**src/rtl/core/pfxe_pkg.sv**
```systemverilog
// ----------------------------------------------------------------------------
// pfxe_pkg
// Shared types, character codes and status codes of the postfix evaluator.
// ----------------------------------------------------------------------------
package pfxe_pkg;

  localparam int DATA_W          = 32;
  localparam int STACK_DEPTH_DEF = 128;

  localparam logic [7:0] CH_ZERO  = 8'h30;
  localparam logic [7:0] CH_NINE  = 8'h39;
  localparam logic [7:0] CH_PLUS  = 8'h2B;
  localparam logic [7:0] CH_MINUS = 8'h2D;
  localparam logic [7:0] CH_STAR  = 8'h2A;
  localparam logic [7:0] CH_SLASH = 8'h2F;
  localparam logic [7:0] CH_CLOSE = 8'h29;

  localparam logic [1:0] STAT_OK        = 2'd0;
  localparam logic [1:0] STAT_OVERFLOW  = 2'd1;
  localparam logic [1:0] STAT_UNDERFLOW = 2'd2;
  localparam logic [1:0] STAT_DIVZERO   = 2'd3;

  typedef enum logic [2:0] {
    OP_NONE,
    OP_DIGIT,
    OP_ADD,
    OP_SUB,
    OP_MUL,
    OP_DIV,
    OP_TERM
  } op_t;

  typedef enum logic [1:0] {
    ALU_ADD,
    ALU_SUB,
    ALU_MUL,
    ALU_DIV
  } alu_op_t;

  typedef enum logic [2:0] {
    AP_IDLE,
    AP_ABS_A,
    AP_ABS_B,
    AP_ITER,
    AP_FIX,
    AP_DONE
  } alu_phase_t;

  typedef enum logic [3:0] {
    ST_IDLE,
    ST_PUSH,
    ST_POP_R,
    ST_RD_R,
    ST_POP_L,
    ST_RD_L,
    ST_EXEC,
    ST_WAIT,
    ST_EMIT
  } state_t;

  typedef struct packed {
    logic    start;
    alu_op_t op;
  } alu_req_t;

  typedef struct packed {
    logic done;
    logic div_zero;
  } alu_rsp_t;

  function automatic op_t decode_char(input logic [7:0] ch);
    op_t op;
    op = OP_NONE;
    if (ch >= CH_ZERO && ch <= CH_NINE) op = OP_DIGIT;
    else if (ch == CH_PLUS)             op = OP_ADD;
    else if (ch == CH_MINUS)            op = OP_SUB;
    else if (ch == CH_STAR)             op = OP_MUL;
    else if (ch == CH_SLASH)            op = OP_DIV;
    else if (ch == CH_CLOSE)            op = OP_TERM;
    return op;
  endfunction

  function automatic alu_op_t alu_op_of(input op_t op);
    alu_op_t a;
    case (op)
      OP_SUB:  a = ALU_SUB;
      OP_MUL:  a = ALU_MUL;
      OP_DIV:  a = ALU_DIV;
      default: a = ALU_ADD;
    endcase
    return a;
  endfunction

endpackage

```
**src/rtl/core/postfix_expression_evaluator.sv**
```systemverilog
// ----------------------------------------------------------------------------
// postfix_expression_evaluator
// Reverse Polish evaluator over ASCII characters on a 32-bit operand stack.
// ----------------------------------------------------------------------------
// One character is taken per input transfer. A digit pushes its value, an
// operator + - * / pops the right then the left operand and pushes the
// wrapping 32-bit result (division truncates toward zero), ')' pops the top
// and emits it with the expression status, then clears stack and status;
// any other character is dropped. Status keeps the first error of the
// expression: 1 overflow (push on full stack, value dropped), 2 underflow
// (pop on empty stack reads zero), 3 divide by zero (result zero). Items
// are handled one at a time and in_stall is high while one is at work.
// ')' waits while the result register is held by out_stall. Multiply and
// divide run 32 iterations of the shared 33-bit adder in pfxe_alu, and
// divide first forms the operand magnitudes; stack reads go through the
// registered RAM read port. The result register lets new characters flow
// in while an emitted result still waits to be taken.
// ----------------------------------------------------------------------------
module postfix_expression_evaluator #(
  parameter int STACK_DEPTH = pfxe_pkg::STACK_DEPTH_DEF
) (
  input  logic        clk,
  input  logic        rst_n,
  // input channel
  input  logic        in_valid,
  output logic        in_stall,
  input  logic [7:0]  in_char_code,
  // result channel
  output logic        out_valid,
  input  logic        out_stall,
  output logic signed [31:0] out_value,
  output logic [1:0]  out_status
);

  localparam int W  = pfxe_pkg::DATA_W;
  localparam int AW = (STACK_DEPTH > 1) ? $clog2(STACK_DEPTH) : 1;
  localparam int DW = $clog2(STACK_DEPTH + 1);
  localparam logic [DW-1:0] FULL = DW'(STACK_DEPTH);

  pfxe_pkg::state_t state_r, state_nxt;
  pfxe_pkg::op_t    op_r, op_nxt;
  logic [DW-1:0]    depth_r, depth_nxt;
  logic [1:0]       err_r, err_nxt;
  logic [W-1:0]     right_r, right_nxt;
  logic [W-1:0]     left_r, left_nxt;
  logic [W-1:0]     push_data_r, push_data_nxt;
  logic             out_valid_r, out_valid_nxt;
  logic [W-1:0]     out_value_r, out_value_nxt;
  logic [1:0]       out_status_r, out_status_nxt;

  pfxe_pkg::op_t      in_op;
  pfxe_pkg::alu_req_t alu_req;
  pfxe_pkg::alu_rsp_t alu_rsp;
  logic [W-1:0]       alu_result;
  logic [DW-1:0]      depth_m1;
  logic               ram_we;
  logic [W-1:0]       ram_rdata;

  assign in_op    = pfxe_pkg::decode_char(in_char_code);
  assign depth_m1 = depth_r - 1'b1;

  // Operand stack storage: push at depth, pop from depth - 1
  pfxe_ram #(
    .WIDTH (W),
    .DEPTH (STACK_DEPTH)
  ) u_stack (
    .clk     (clk),
    .wr_en   (ram_we),
    .wr_addr (depth_r[AW-1:0]),
    .wr_data (push_data_r),
    .rd_addr (depth_m1[AW-1:0]),
    .rd_data (ram_rdata)
  );

  pfxe_alu u_alu (
    .clk    (clk),
    .rst_n  (rst_n),
    .req    (alu_req),
    .opd_a  (left_r),
    .opd_b  (right_r),
    .rsp    (alu_rsp),
    .result (alu_result)
  );

  always_ff @(posedge clk) begin
    if (!rst_n) begin
      state_r     <= pfxe_pkg::ST_IDLE;
      depth_r     <= '0;
      err_r       <= pfxe_pkg::STAT_OK;
      out_valid_r <= 1'b0;
    end else begin
      state_r     <= state_nxt;
      depth_r     <= depth_nxt;
      err_r       <= err_nxt;
      out_valid_r <= out_valid_nxt;
    end
    op_r         <= op_nxt;
    right_r      <= right_nxt;
    left_r       <= left_nxt;
    push_data_r  <= push_data_nxt;
    out_value_r  <= out_value_nxt;
    out_status_r <= out_status_nxt;
  end

  always_comb begin
    state_nxt      = state_r;
    op_nxt         = op_r;
    depth_nxt      = depth_r;
    err_nxt        = err_r;
    right_nxt      = right_r;
    left_nxt       = left_r;
    push_data_nxt  = push_data_r;
    out_valid_nxt  = out_valid_r;
    out_value_nxt  = out_value_r;
    out_status_nxt = out_status_r;
    ram_we         = 1'b0;
    alu_req.start  = 1'b0;
    alu_req.op     = pfxe_pkg::alu_op_of(op_r);

    // Retire the held result once the consumer takes it
    if (out_valid_r && !out_stall) begin
      out_valid_nxt = 1'b0;
    end

    case (state_r)
      pfxe_pkg::ST_IDLE: begin
        if (in_valid) begin
          op_nxt = in_op;
          case (in_op)
            pfxe_pkg::OP_DIGIT: begin
              // Low nibble of '0'..'9' is the digit value
              push_data_nxt = W'(in_char_code[3:0]);
              state_nxt     = pfxe_pkg::ST_PUSH;
            end
            pfxe_pkg::OP_ADD, pfxe_pkg::OP_SUB, pfxe_pkg::OP_MUL,
            pfxe_pkg::OP_DIV, pfxe_pkg::OP_TERM: begin
              state_nxt = pfxe_pkg::ST_POP_R;
            end
            default: begin
              state_nxt = pfxe_pkg::ST_IDLE;
            end
          endcase
        end
      end
      pfxe_pkg::ST_PUSH: begin
        if (depth_r == FULL) begin
          // Drop the value on a full stack
          if (err_r == pfxe_pkg::STAT_OK) err_nxt = pfxe_pkg::STAT_OVERFLOW;
        end else begin
          ram_we    = 1'b1;
          depth_nxt = depth_r + 1'b1;
        end
        state_nxt = pfxe_pkg::ST_IDLE;
      end
      pfxe_pkg::ST_POP_R: begin
        if (depth_r == '0) begin
          // Empty stack: pop reads as zero
          if (err_r == pfxe_pkg::STAT_OK) err_nxt = pfxe_pkg::STAT_UNDERFLOW;
          right_nxt = '0;
          state_nxt = (op_r == pfxe_pkg::OP_TERM) ? pfxe_pkg::ST_EMIT
                                                  : pfxe_pkg::ST_POP_L;
        end else begin
          depth_nxt = depth_m1;
          state_nxt = pfxe_pkg::ST_RD_R;
        end
      end
      pfxe_pkg::ST_RD_R: begin
        right_nxt = ram_rdata;
        state_nxt = (op_r == pfxe_pkg::OP_TERM) ? pfxe_pkg::ST_EMIT
                                                : pfxe_pkg::ST_POP_L;
      end
      pfxe_pkg::ST_POP_L: begin
        if (depth_r == '0) begin
          if (err_r == pfxe_pkg::STAT_OK) err_nxt = pfxe_pkg::STAT_UNDERFLOW;
          left_nxt  = '0;
          state_nxt = pfxe_pkg::ST_EXEC;
        end else begin
          depth_nxt = depth_m1;
          state_nxt = pfxe_pkg::ST_RD_L;
        end
      end
      pfxe_pkg::ST_RD_L: begin
        left_nxt  = ram_rdata;
        state_nxt = pfxe_pkg::ST_EXEC;
      end
      pfxe_pkg::ST_EXEC: begin
        alu_req.start = 1'b1;
        state_nxt     = pfxe_pkg::ST_WAIT;
      end
      pfxe_pkg::ST_WAIT: begin
        if (alu_rsp.done) begin
          push_data_nxt = alu_result;
          if (alu_rsp.div_zero && err_r == pfxe_pkg::STAT_OK) begin
            err_nxt = pfxe_pkg::STAT_DIVZERO;
          end
          state_nxt = pfxe_pkg::ST_PUSH;
        end
      end
      pfxe_pkg::ST_EMIT: begin
        // Hold until the result register is free, then clear the expression
        if (!out_valid_r || !out_stall) begin
          out_valid_nxt  = 1'b1;
          out_value_nxt  = right_r;
          out_status_nxt = err_r;
          depth_nxt      = '0;
          err_nxt        = pfxe_pkg::STAT_OK;
          state_nxt      = pfxe_pkg::ST_IDLE;
        end
      end
      default: begin
        state_nxt = pfxe_pkg::ST_IDLE;
      end
    endcase
  end

  assign in_stall   = (state_r != pfxe_pkg::ST_IDLE);
  assign out_valid  = out_valid_r;
  assign out_value  = out_value_r;
  assign out_status = out_status_r;

endmodule

```
**src/rtl/core/pfxe_ram.sv**
```systemverilog
// ----------------------------------------------------------------------------
// pfxe_ram
// Generic single-write, single-read RAM with registered read data.
// ----------------------------------------------------------------------------
module pfxe_ram #(
  parameter int WIDTH = 32,
  parameter int DEPTH = 128,
  localparam int AW   = (DEPTH > 1) ? $clog2(DEPTH) : 1
) (
  input  logic             clk,
  input  logic             wr_en,
  input  logic [AW-1:0]    wr_addr,
  input  logic [WIDTH-1:0] wr_data,
  input  logic [AW-1:0]    rd_addr,
  output logic [WIDTH-1:0] rd_data
);

  logic [WIDTH-1:0] mem_r [DEPTH];
  logic [WIDTH-1:0] rd_data_r;

  always_ff @(posedge clk) begin
    if (wr_en) begin
      mem_r[wr_addr] <= wr_data;
    end
    rd_data_r <= mem_r[rd_addr];
  end

  assign rd_data = rd_data_r;

endmodule

```
**src/rtl/core/pfxe_alu.sv**
```systemverilog
// ----------------------------------------------------------------------------
// pfxe_alu
// Iterative 32-bit unit around one shared 33-bit adder: add, subtract,
// shift-add multiply and restoring divide with truncation toward zero.
// ----------------------------------------------------------------------------
module pfxe_alu (
  input  logic                         clk,
  input  logic                         rst_n,
  input  pfxe_pkg::alu_req_t           req,
  input  logic [pfxe_pkg::DATA_W-1:0]  opd_a,
  input  logic [pfxe_pkg::DATA_W-1:0]  opd_b,
  output pfxe_pkg::alu_rsp_t           rsp,
  output logic [pfxe_pkg::DATA_W-1:0]  result
);

  localparam int W  = pfxe_pkg::DATA_W;
  localparam int CW = $clog2(W);

  pfxe_pkg::alu_phase_t phase_r, phase_nxt;
  pfxe_pkg::alu_op_t    op_r, op_nxt;
  logic [CW-1:0]        cnt_r, cnt_nxt;
  logic [W:0]           acc_r, acc_nxt;
  logic [W-1:0]         opa_r, opa_nxt;
  logic [W-1:0]         opb_r, opb_nxt;
  logic                 neg_r, neg_nxt;
  logic                 divz_r, divz_nxt;
  logic [W-1:0]         res_r, res_nxt;

  // Shared adder
  logic [W:0] add_x, add_y, add_sum;
  logic       add_sub;
  logic [W:0] shifted;
  logic [W-1:0] abs_b;

  assign add_sum = add_x + (add_sub ? ~add_y : add_y) + {{W{1'b0}}, add_sub};
  assign shifted = {acc_r[W-1:0], opa_r[W-1]};
  assign abs_b   = opb_r[W-1] ? add_sum[W-1:0] : opb_r;

  always_ff @(posedge clk) begin
    if (!rst_n) begin
      phase_r <= pfxe_pkg::AP_IDLE;
    end else begin
      phase_r <= phase_nxt;
    end
    op_r   <= op_nxt;
    cnt_r  <= cnt_nxt;
    acc_r  <= acc_nxt;
    opa_r  <= opa_nxt;
    opb_r  <= opb_nxt;
    neg_r  <= neg_nxt;
    divz_r <= divz_nxt;
    res_r  <= res_nxt;
  end

  // Steer the shared adder operands from the current phase
  always_comb begin
    add_x   = '0;
    add_y   = '0;
    add_sub = 1'b0;
    case (phase_r)
      pfxe_pkg::AP_IDLE: begin
        add_x   = {1'b0, opd_a};
        add_y   = {1'b0, opd_b};
        add_sub = (req.op == pfxe_pkg::ALU_SUB);
      end
      pfxe_pkg::AP_ABS_A: begin
        add_y   = {1'b0, opa_r};
        add_sub = 1'b1;
      end
      pfxe_pkg::AP_ABS_B: begin
        add_y   = {1'b0, opb_r};
        add_sub = 1'b1;
      end
      pfxe_pkg::AP_ITER: begin
        if (op_r == pfxe_pkg::ALU_MUL) begin
          add_x = {1'b0, acc_r[W-1:0]};
          add_y = {1'b0, opa_r};
        end else begin
          add_x   = shifted;
          add_y   = {1'b0, opb_r};
          add_sub = 1'b1;
        end
      end
      pfxe_pkg::AP_FIX: begin
        add_y   = {1'b0, opa_r};
        add_sub = 1'b1;
      end
      default: begin
        add_sub = 1'b0;
      end
    endcase
  end

  always_comb begin
    phase_nxt = phase_r;
    op_nxt    = op_r;
    cnt_nxt   = cnt_r;
    acc_nxt   = acc_r;
    opa_nxt   = opa_r;
    opb_nxt   = opb_r;
    neg_nxt   = neg_r;
    divz_nxt  = divz_r;
    res_nxt   = res_r;

    case (phase_r)
      pfxe_pkg::AP_IDLE: begin
        if (req.start) begin
          op_nxt   = req.op;
          opa_nxt  = opd_a;
          opb_nxt  = opd_b;
          acc_nxt  = '0;
          cnt_nxt  = '0;
          divz_nxt = 1'b0;
          neg_nxt  = opd_a[W-1] ^ opd_b[W-1];
          case (req.op)
            pfxe_pkg::ALU_MUL: phase_nxt = pfxe_pkg::AP_ITER;
            pfxe_pkg::ALU_DIV: phase_nxt = pfxe_pkg::AP_ABS_A;
            default: begin
              res_nxt   = add_sum[W-1:0];
              phase_nxt = pfxe_pkg::AP_DONE;
            end
          endcase
        end
      end
      pfxe_pkg::AP_ABS_A: begin
        if (opa_r[W-1]) begin
          opa_nxt = add_sum[W-1:0];
        end
        phase_nxt = pfxe_pkg::AP_ABS_B;
      end
      pfxe_pkg::AP_ABS_B: begin
        opb_nxt = abs_b;
        if (abs_b == '0) begin
          // Divide by zero: flag and return zero
          divz_nxt  = 1'b1;
          res_nxt   = '0;
          phase_nxt = pfxe_pkg::AP_DONE;
        end else begin
          phase_nxt = pfxe_pkg::AP_ITER;
        end
      end
      pfxe_pkg::AP_ITER: begin
        cnt_nxt = cnt_r + 1'b1;
        if (op_r == pfxe_pkg::ALU_MUL) begin
          if (opb_r[0]) begin
            acc_nxt = {1'b0, add_sum[W-1:0]};
          end
          opa_nxt = {opa_r[W-2:0], 1'b0};
          opb_nxt = {1'b0, opb_r[W-1:1]};
        end else begin
          if (!add_sum[W]) begin
            acc_nxt = add_sum;
          end else begin
            acc_nxt = shifted;
          end
          opa_nxt = {opa_r[W-2:0], ~add_sum[W]};
        end
        if (cnt_r == CW'(W - 1)) begin
          phase_nxt = pfxe_pkg::AP_FIX;
        end
      end
      pfxe_pkg::AP_FIX: begin
        if (op_r == pfxe_pkg::ALU_MUL) begin
          res_nxt = acc_r[W-1:0];
        end else begin
          res_nxt = neg_r ? add_sum[W-1:0] : opa_r;
        end
        phase_nxt = pfxe_pkg::AP_DONE;
      end
      pfxe_pkg::AP_DONE: begin
        phase_nxt = pfxe_pkg::AP_IDLE;
      end
      default: begin
        phase_nxt = pfxe_pkg::AP_IDLE;
      end
    endcase
  end

  assign rsp.done     = (phase_r == pfxe_pkg::AP_DONE);
  assign rsp.div_zero = divz_r;
  assign result       = res_r;

endmodule

```
**config.mk**
```make
export PLATFORM = sky130hd
export DESIGN_NAME = postfix_expression_evaluator
export DESIGN_NICKNAME = d
export VERILOG_FILES = /design/src/rtl/core/pfxe_pkg.sv /design/src/rtl/core/postfix_expression_evaluator.sv /design/src/rtl/core/pfxe_ram.sv /design/src/rtl/core/pfxe_alu.sv
export SDC_FILE = /design/constraint.sdc
export NUM_CORES = 2
export LEC_CHECK = 0
export ABC_CLOCK_PERIOD_IN_PS = 16900
export BUFFER_PORTS_ARGS = -buffer_cell sky130_fd_sc_hd__buf_2
export CAP_MARGIN = 20
export CELL_PAD_IN_SITES_DETAIL_PLACEMENT = 2
export CELL_PAD_IN_SITES_GLOBAL_PLACEMENT = 2
export CORE_MARGIN = 2
export CORE_UTILIZATION = 25
export DETAILED_ROUTE_END_ITERATION = 8
export PLACE_DENSITY_LB_ADDON = 0.1
export SLEW_MARGIN = 20
export SYNTH_ARGS = -nofsm -noshare
export SYNTH_HDL_FRONTEND = slang
export SYNTH_HIERARCHICAL = 1
export SYNTH_SLANG_ARGS = --single-unit
```
**constraint.sdc**
```tcl
create_clock -name clk -period 16.9 [get_ports clk]
set_input_delay 3.38 -clock clk [delete_from_list [all_inputs] [get_ports clk]]
set_output_delay 3.38 -clock clk [all_outputs]
set_load 0.03 [all_outputs]
```
Yosys cells after proc, flatten, opt, wreduce, memory -nomap -nowiden --
Memories as Yosys holds them, arrays and structs flattened. A register that Yosys moved wholly into a read port is not among the register bits. Cells that the tools add are included.
Storage, ports and cells: bits in latches 0, memories kept 1, flip-flop bits (word level) 288, memory bits (writable) 4096, output and inout bits 36, memory bits (read-only) 0, input port bits 12
Operators by class: shifts and indexed selects 0, muxes and demuxes 78, reductions and logical operators 44, multipliers 0, eq/ne operators 54, div/mod/pow operators 0, bitwise operators 3, add/sub/neg operators 5, order comparisons 2
Memory list:
- u_stack.mem_r | words 128, bits a word 32, read ports 1, clocked after Yosys merged registers in 1, write ports 1, line pfxe_ram.sv:18 | logic [WIDTH-1:0] mem_r [DEPTH];
Operators with widths (count):
- $mux W32 | 19
- $pmux W32 S3 | 3
- $pmux W32 S2 | 4
- $pmux W32 S4 | 1
- $mux W33 | 2
- $pmux W33 S2 | 1
- $eq A8 B6 Y1 const B | 5
- $add A33 B1 Y33 | 1
- $add A33 B33 Y33 | 1
- $not A33 Y33 | 1
- $logic_not A32 Y1 | 1
- $pmux W4 S8 | 1
- $mux W3 | 9
- $eq A3 B3 Y1 const B | 8
- $mux W8 | 3
- $ne A2 B2 Y1 const B | 12
- $pmux W8 S3 | 1
- $mux W4 | 5
- $eq A4 B3 Y1 const B | 4
- $mux W2 | 8
- $reduce_and A2 Y1 | 8
- $eq A3 B2 Y1 const B | 5
- $pmux W3 S5 | 1
- $reduce_and A3 Y1 | 5
- other kinds (41) | 77

Logic depth before layout (Yosys ltp) --
depth after elaboration 12, gate-level depth with buffers 22, depth with buffers taken out 19

Modules after synthesis --
Netlist, hierarchy kept.
Modules (own cells, without submodules):
- pfxe_ram | area each 156276.1 µm², sequential area each 123638.6 µm², cells each 5990, times used 1
- pfxe_alu | area each 11427.2 µm², sequential area each 4174.0 µm², cells each 1320, times used 1
- postfix_expression_evaluator | area each 6157.2 µm², sequential area each 4294.1 µm², cells each 443, times used 1

Least setup slack after synthesis --
Ideal clock, no wire load.
kind flip-flop to flip-flop, from register op_r[1] (netlist name), to register u_alu.res_r[0], in the netlist u_alu/result[0], enable pin, buffers on the path 1, setup slack 10.094 ns, setup time 0.472 ns, arrival 6.335 ns, stages on the path, launching flop included 20, clock period less this slack 6.806 ns, cells stage by stage edfxtp_1 -> nor2b_1 -> o21a_1 -> nor2b_1 -> o211ai_2 -> nand2_1 -> clkbuf_1 -> mux2i_1 -> fa_1 -> a21o_1 -> a221oi_2 -> o21ai_0 -> a31oi_1 -> xnor2_1 -> mux2_2 -> a2111oi_0 -> nand4b_1 -> or3b_1 -> or4_4 -> o32ai_1
RTL lines:
- end signal: assignment | line pfxe_alu.sv:52 | res_r <= res_nxt;
- end: declaration | line pfxe_alu.sv:27 | logic [W-1:0] res_r, res_nxt;

Worst setup path after layout --
from register u_alu.phase_r[0], to register u_alu.res_r[18], in the netlist u_alu/result[18], enable pin
On the way: word-level cells in the longest chain between the ends 11, elaborated cells on any way between the ends 21, those cells by class add/sub (2); eq/ne (7); mux (5); bitwise (1); reduce/logical (6)
RTL lines:
- start: declaration | line pfxe_alu.sv:19 | pfxe_pkg::alu_phase_t phase_r, phase_nxt;
- start signal: assignment | line pfxe_alu.sv:41 | phase_r <= pfxe_pkg::AP_IDLE;
- start signal: assignment | line pfxe_alu.sv:43 | phase_r <= phase_nxt;
- $eq A3 B1 Y1 or $eq A3 B3 Y1 (tied branches) | line pfxe_alu.sv:60, pfxe_alu.sv:105
- $reduce_or A2 Y1 (no line)
- $pmux W32 S4 | line pfxe_alu.sv:60 | case (phase_r)
- $not A33 Y33 | line pfxe_alu.sv:35 | assign add_sum = add_x + (add_sub ? ~add_y : add_y) + {{W{1'b0}}, add_sub};
- $mux W33 | line pfxe_alu.sv:35
- $add A33 B33 Y33 | line pfxe_alu.sv:35
- $add A33 B1 Y33 | line pfxe_alu.sv:35
- $mux W32 | line pfxe_alu.sv:37 | assign abs_b = opb_r[W-1] ? add_sum[W-1:0] : opb_r;
- $logic_not A32 Y1 | line pfxe_alu.sv:133 | if (abs_b == '0) begin
- $ne A2 B1 Y1 (no line)
- $reduce_and A4 Y1 (no line) *
Every way passes the cells marked *; elsewhere a longest branch is shown, timed or not. A chain may end at the register's enable or synchronous reset.

==> metrics.txt <==
Worst setup SP type=flip-flop; Num CTS Buffers=530; fin. max-slew vios=0; worst setup margin=between 8 and 9 ns; top-area cell type share of the netlist area=75.4%; Peak supply drop=0.110 mV; pin count of the biggest net entering global routing=around 120; P per Cell Area=113 nW/um2; DR pass1 iterations=6; slowest stage delay, CP=between 0.7 and 0.8 ns; Ports=48; clock buffer depth=4; cell mode on critical path=buf_4; port bufs=between 40 and 50; largest area contributor in the netlist=edfxtp_1; number of post-CTS setup repair buffers=0; Post-synth EDFFs=around 4400; Synth async-reset ratio=0%; Clock Power Share=between 40 and 50%; clock sink total=about 4400; DRT Wirelength=610000 um; share of the yosys chip area belonging to registers=76.0%; synth top area cells=edfxtp_1 75%, mux4_2 17%, mux2i_1 0.80%, clkbuf_1 0.59%, nor2_1 0.58%; first-pass GRT wire length=approximately 830000 um; vias in the first global route=92300; synth warn=6; status=finished clean; vias per cell=between 4 and 5; Final GP Congestion=0.750; worst hold path class=reg -> reg; routed wire length per instance=34.0 um; Crit path max-delay family=compound AO/OA/AOI/OAI gates; Worst-Skew Late Latency=1.07 ns; All-Layer GR Usage=around 17%; CTS Hold Bufs=0; worst clock skew=0.0481 ns; Layout Cells excl Fill=18000; crit path buf inv count=4; Leak=0.0646 uW; Die Y=about 840 um; sw power=4760 uW; crit path cell chain=buf_4 > nor2b_1 > nand2_2 > buf_4 > o21ai_2 > buf_4 > a222oi_1 > mux2i_1 > fa_1 > a21o_1 > a221oi_2 > o21ai_0 > a31oi_1 > xnor2_1 > mux2_2 > a2111oi_1 > nand4b_1 > or3b_1 > or4_4 > o32ai_4 > buf_4; post-synthesis cell count=about 7800; Hold Fails Final Rpt=0; Remaining DRCs=0; initial antenna violation count=79; final setup violation count=0; initial core utilization=25.1%; commonest register cell after synthesis=edfxtp_1; Pint=18300 uW; RSZ-0062 raised after global routing=no; Synth Cell Area=174000 um2; Die X=~840 um; full die area=~700000 um2; TritonCTS clock tree=yes; Crit. End Element=flip-flop; Slowest cell on crit path=dfxtp_4; fraction of layout cells with a size suffix above 1=a little under a third; Max-Cap Viols=0; First DRT Iteration DRCs=~7900; dpl ws=8.73 ns; switch share=20.6%; Max-Slew Margin vs Limit=19.0%; sequential share of power=about half; WP data arrival=8.69 ns; Max Freq=0.125 GHz; H-tree depth=6; synthesis-stage register bit count=4416; grt ovf=0; number of library cell types mapped by synthesis=85; maximum fanout along the worst path=43; Clk pin slew, worst setup/hold paths=roughly 0.060 ns; CORE AREA=694000 um2; Net Count, Synth=between 7000 and 8000; CTS resizes=0; TNS Setup=0 ns; CTS Root Buffer Type=clkbuf_16; row count=306; combinational power share=1.0%; Least-Margin Pin Slew=1.21 ns; HPWL Detailed=~350000 um; Via Count=84900; Req. time, crit path=about 18 ns; DRT antenna net count=0; min cycle time layout=8.02 ns; WS Path Type=reg -> reg; placed cells=about 17000; final worst path period share=47.4%; fin util=between 20% and 30%; Area growth, synth to finish=17.4%; syn avg cell area=22.4 um2; Final #Nets=between 8000 and 9000
-- logic make-up (layout without fill, tap and decap cells) --
group                    after synthesis  after routing  share of synthesized area [%]
adder cells (fa/ha/maj)               36             36                          0.263
buffers and inverters                473           1320                           1.13
XOR/XNOR                              43             43                          0.217
AND/OR/NAND/NOR                      708            708                           1.93
flip-flops                          4416           4416                           76.0
multiplexers                        1522           1522                           18.5
AO/OA/AOI/OAI                        555            555                           2.02
other                                  0            132                              0
-- registers in the layout, indices dropped and copies added (netlist names) --
register / flops
u_alu/cnt_r: 5
right_r: 32
left_r: 32
state_r: 4
depth_r: 8
err_r: 2
u_alu/divz_r: 1
out_value: 32
u_alu/phase_r: 3
u_alu/result: 32
u_alu/acc_r: 32
out_status: 2
u_alu/op_r: 2
push_data_r: 32
u_stack/mem_r: 4096
op_r: 3
u_alu/opb_r: 32
out_valid: 1
u_stack/rd_data: 32
u_alu/neg_r: 1
u_alu/opa_r: 32
-- cell usage after synthesis, types with 26 or more instances --
library cell	number
mux2i_1	139
buf_2	85
dfxtp_1	50
ha_1	35
buf_1	67
nor3_1	26
nor2_1	268
mux4_2	1344
a21oi_1	128
inv_1	32
nand3_1	26
clkbuf_1	275
a21o_1	30
nand2_1	177
o21ai_0	200
edfxtp_1	4366
mux2_2	39
and2_1	100
a22oi_1	64
-- final cells by class --
cell class | instances | area, um2
fillers | 69100 | 490000
clock inverters | 219 | 1720
flip-flops and latches | 4416 | 132000
clock buffers | 705 | 14500
multi-input cells | 2864 | 41000
inverters | 34 | 143
well taps | 9240 | 11600
repair buffers | 362 | 2720
diodes | 132 | 330
-- cell usage in the layout (no fill, tap or decap), types with 19 or more instances in the layout --
cell type / n
nor2_1: 144
mux2_2: 39
nand2_1: 171
bufinv_16: 23
dfxtp_1: 47
o21ai_0: 198
mux4_2: 1344
a21oi_1: 128
diode_2: 132
clkbuf_1: 147
nor2_4: 123
and2_1: 100
buf_4: 305
xnor2_1: 21
clkbuf_16: 555
mux2i_1: 139
buf_2: 47
nand3_1: 22
clkinv_1: 104
edfxtp_1: 4366
a21o_1: 30
a22oi_1: 64
ha_1: 35
xor2_1: 19
clkinv_2: 65
inv_1: 30
-- layer usage --
layer	vias to the layer above	track usage, %	routed length, um
met2	1813	28.2	293000
met3	642	2.17	25000
met1	48300	24.2	280000
li1	34100	-	-
met5	-	0	41
met4	8	3.71	12900
-- through the flow --
stage | hold WS (ns) | instance area, um2 | total power [uW]
5_1_grt | 0.501 | 204000 | 23800
3_5_place_dp | 0.489 | 187000 | 12300
2_1_floorplan | 0.443 | 174000 | 12200
4_1_cts | 0.496 | 204000 | 23400
3_3_place_gp | 0.489 | 187000 | 12300
6_report | 0.500 | 204000 | 23000
-- path summary, 6_finish.rpt --
path | slack, ns | depth (start not counted) | start | endpoint
min | 0.50 | 0 | err_r[0]$_SDFFE_PN0P_ | out_status[0]$_DFFE_PP_
max reg2reg | 8.88 | 21 | u_alu/phase_r[0]$_SDFFE_PN0P_ | u_alu/result[18]$_DFFE_PP_
min reg2reg | 0.50 | 0 | err_r[0]$_SDFFE_PN0P_ | out_status[0]$_DFFE_PP_
max | 8.88 | 21 | u_alu/phase_r[0]$_SDFFE_PN0P_ | u_alu/result[18]$_DFFE_PP_
-- power groups by stage --
stage	logic, uW	clock network, uW	registers (uW)
after floorplan	107	0	12100
after global placement	228	0	12100
after detailed placement	229	0	12100
after CTS	230	11300	11900
after global routing	237	11700	11900
final	225	10900	11900
No activity file was read; power rests on OpenSTA's default activity.
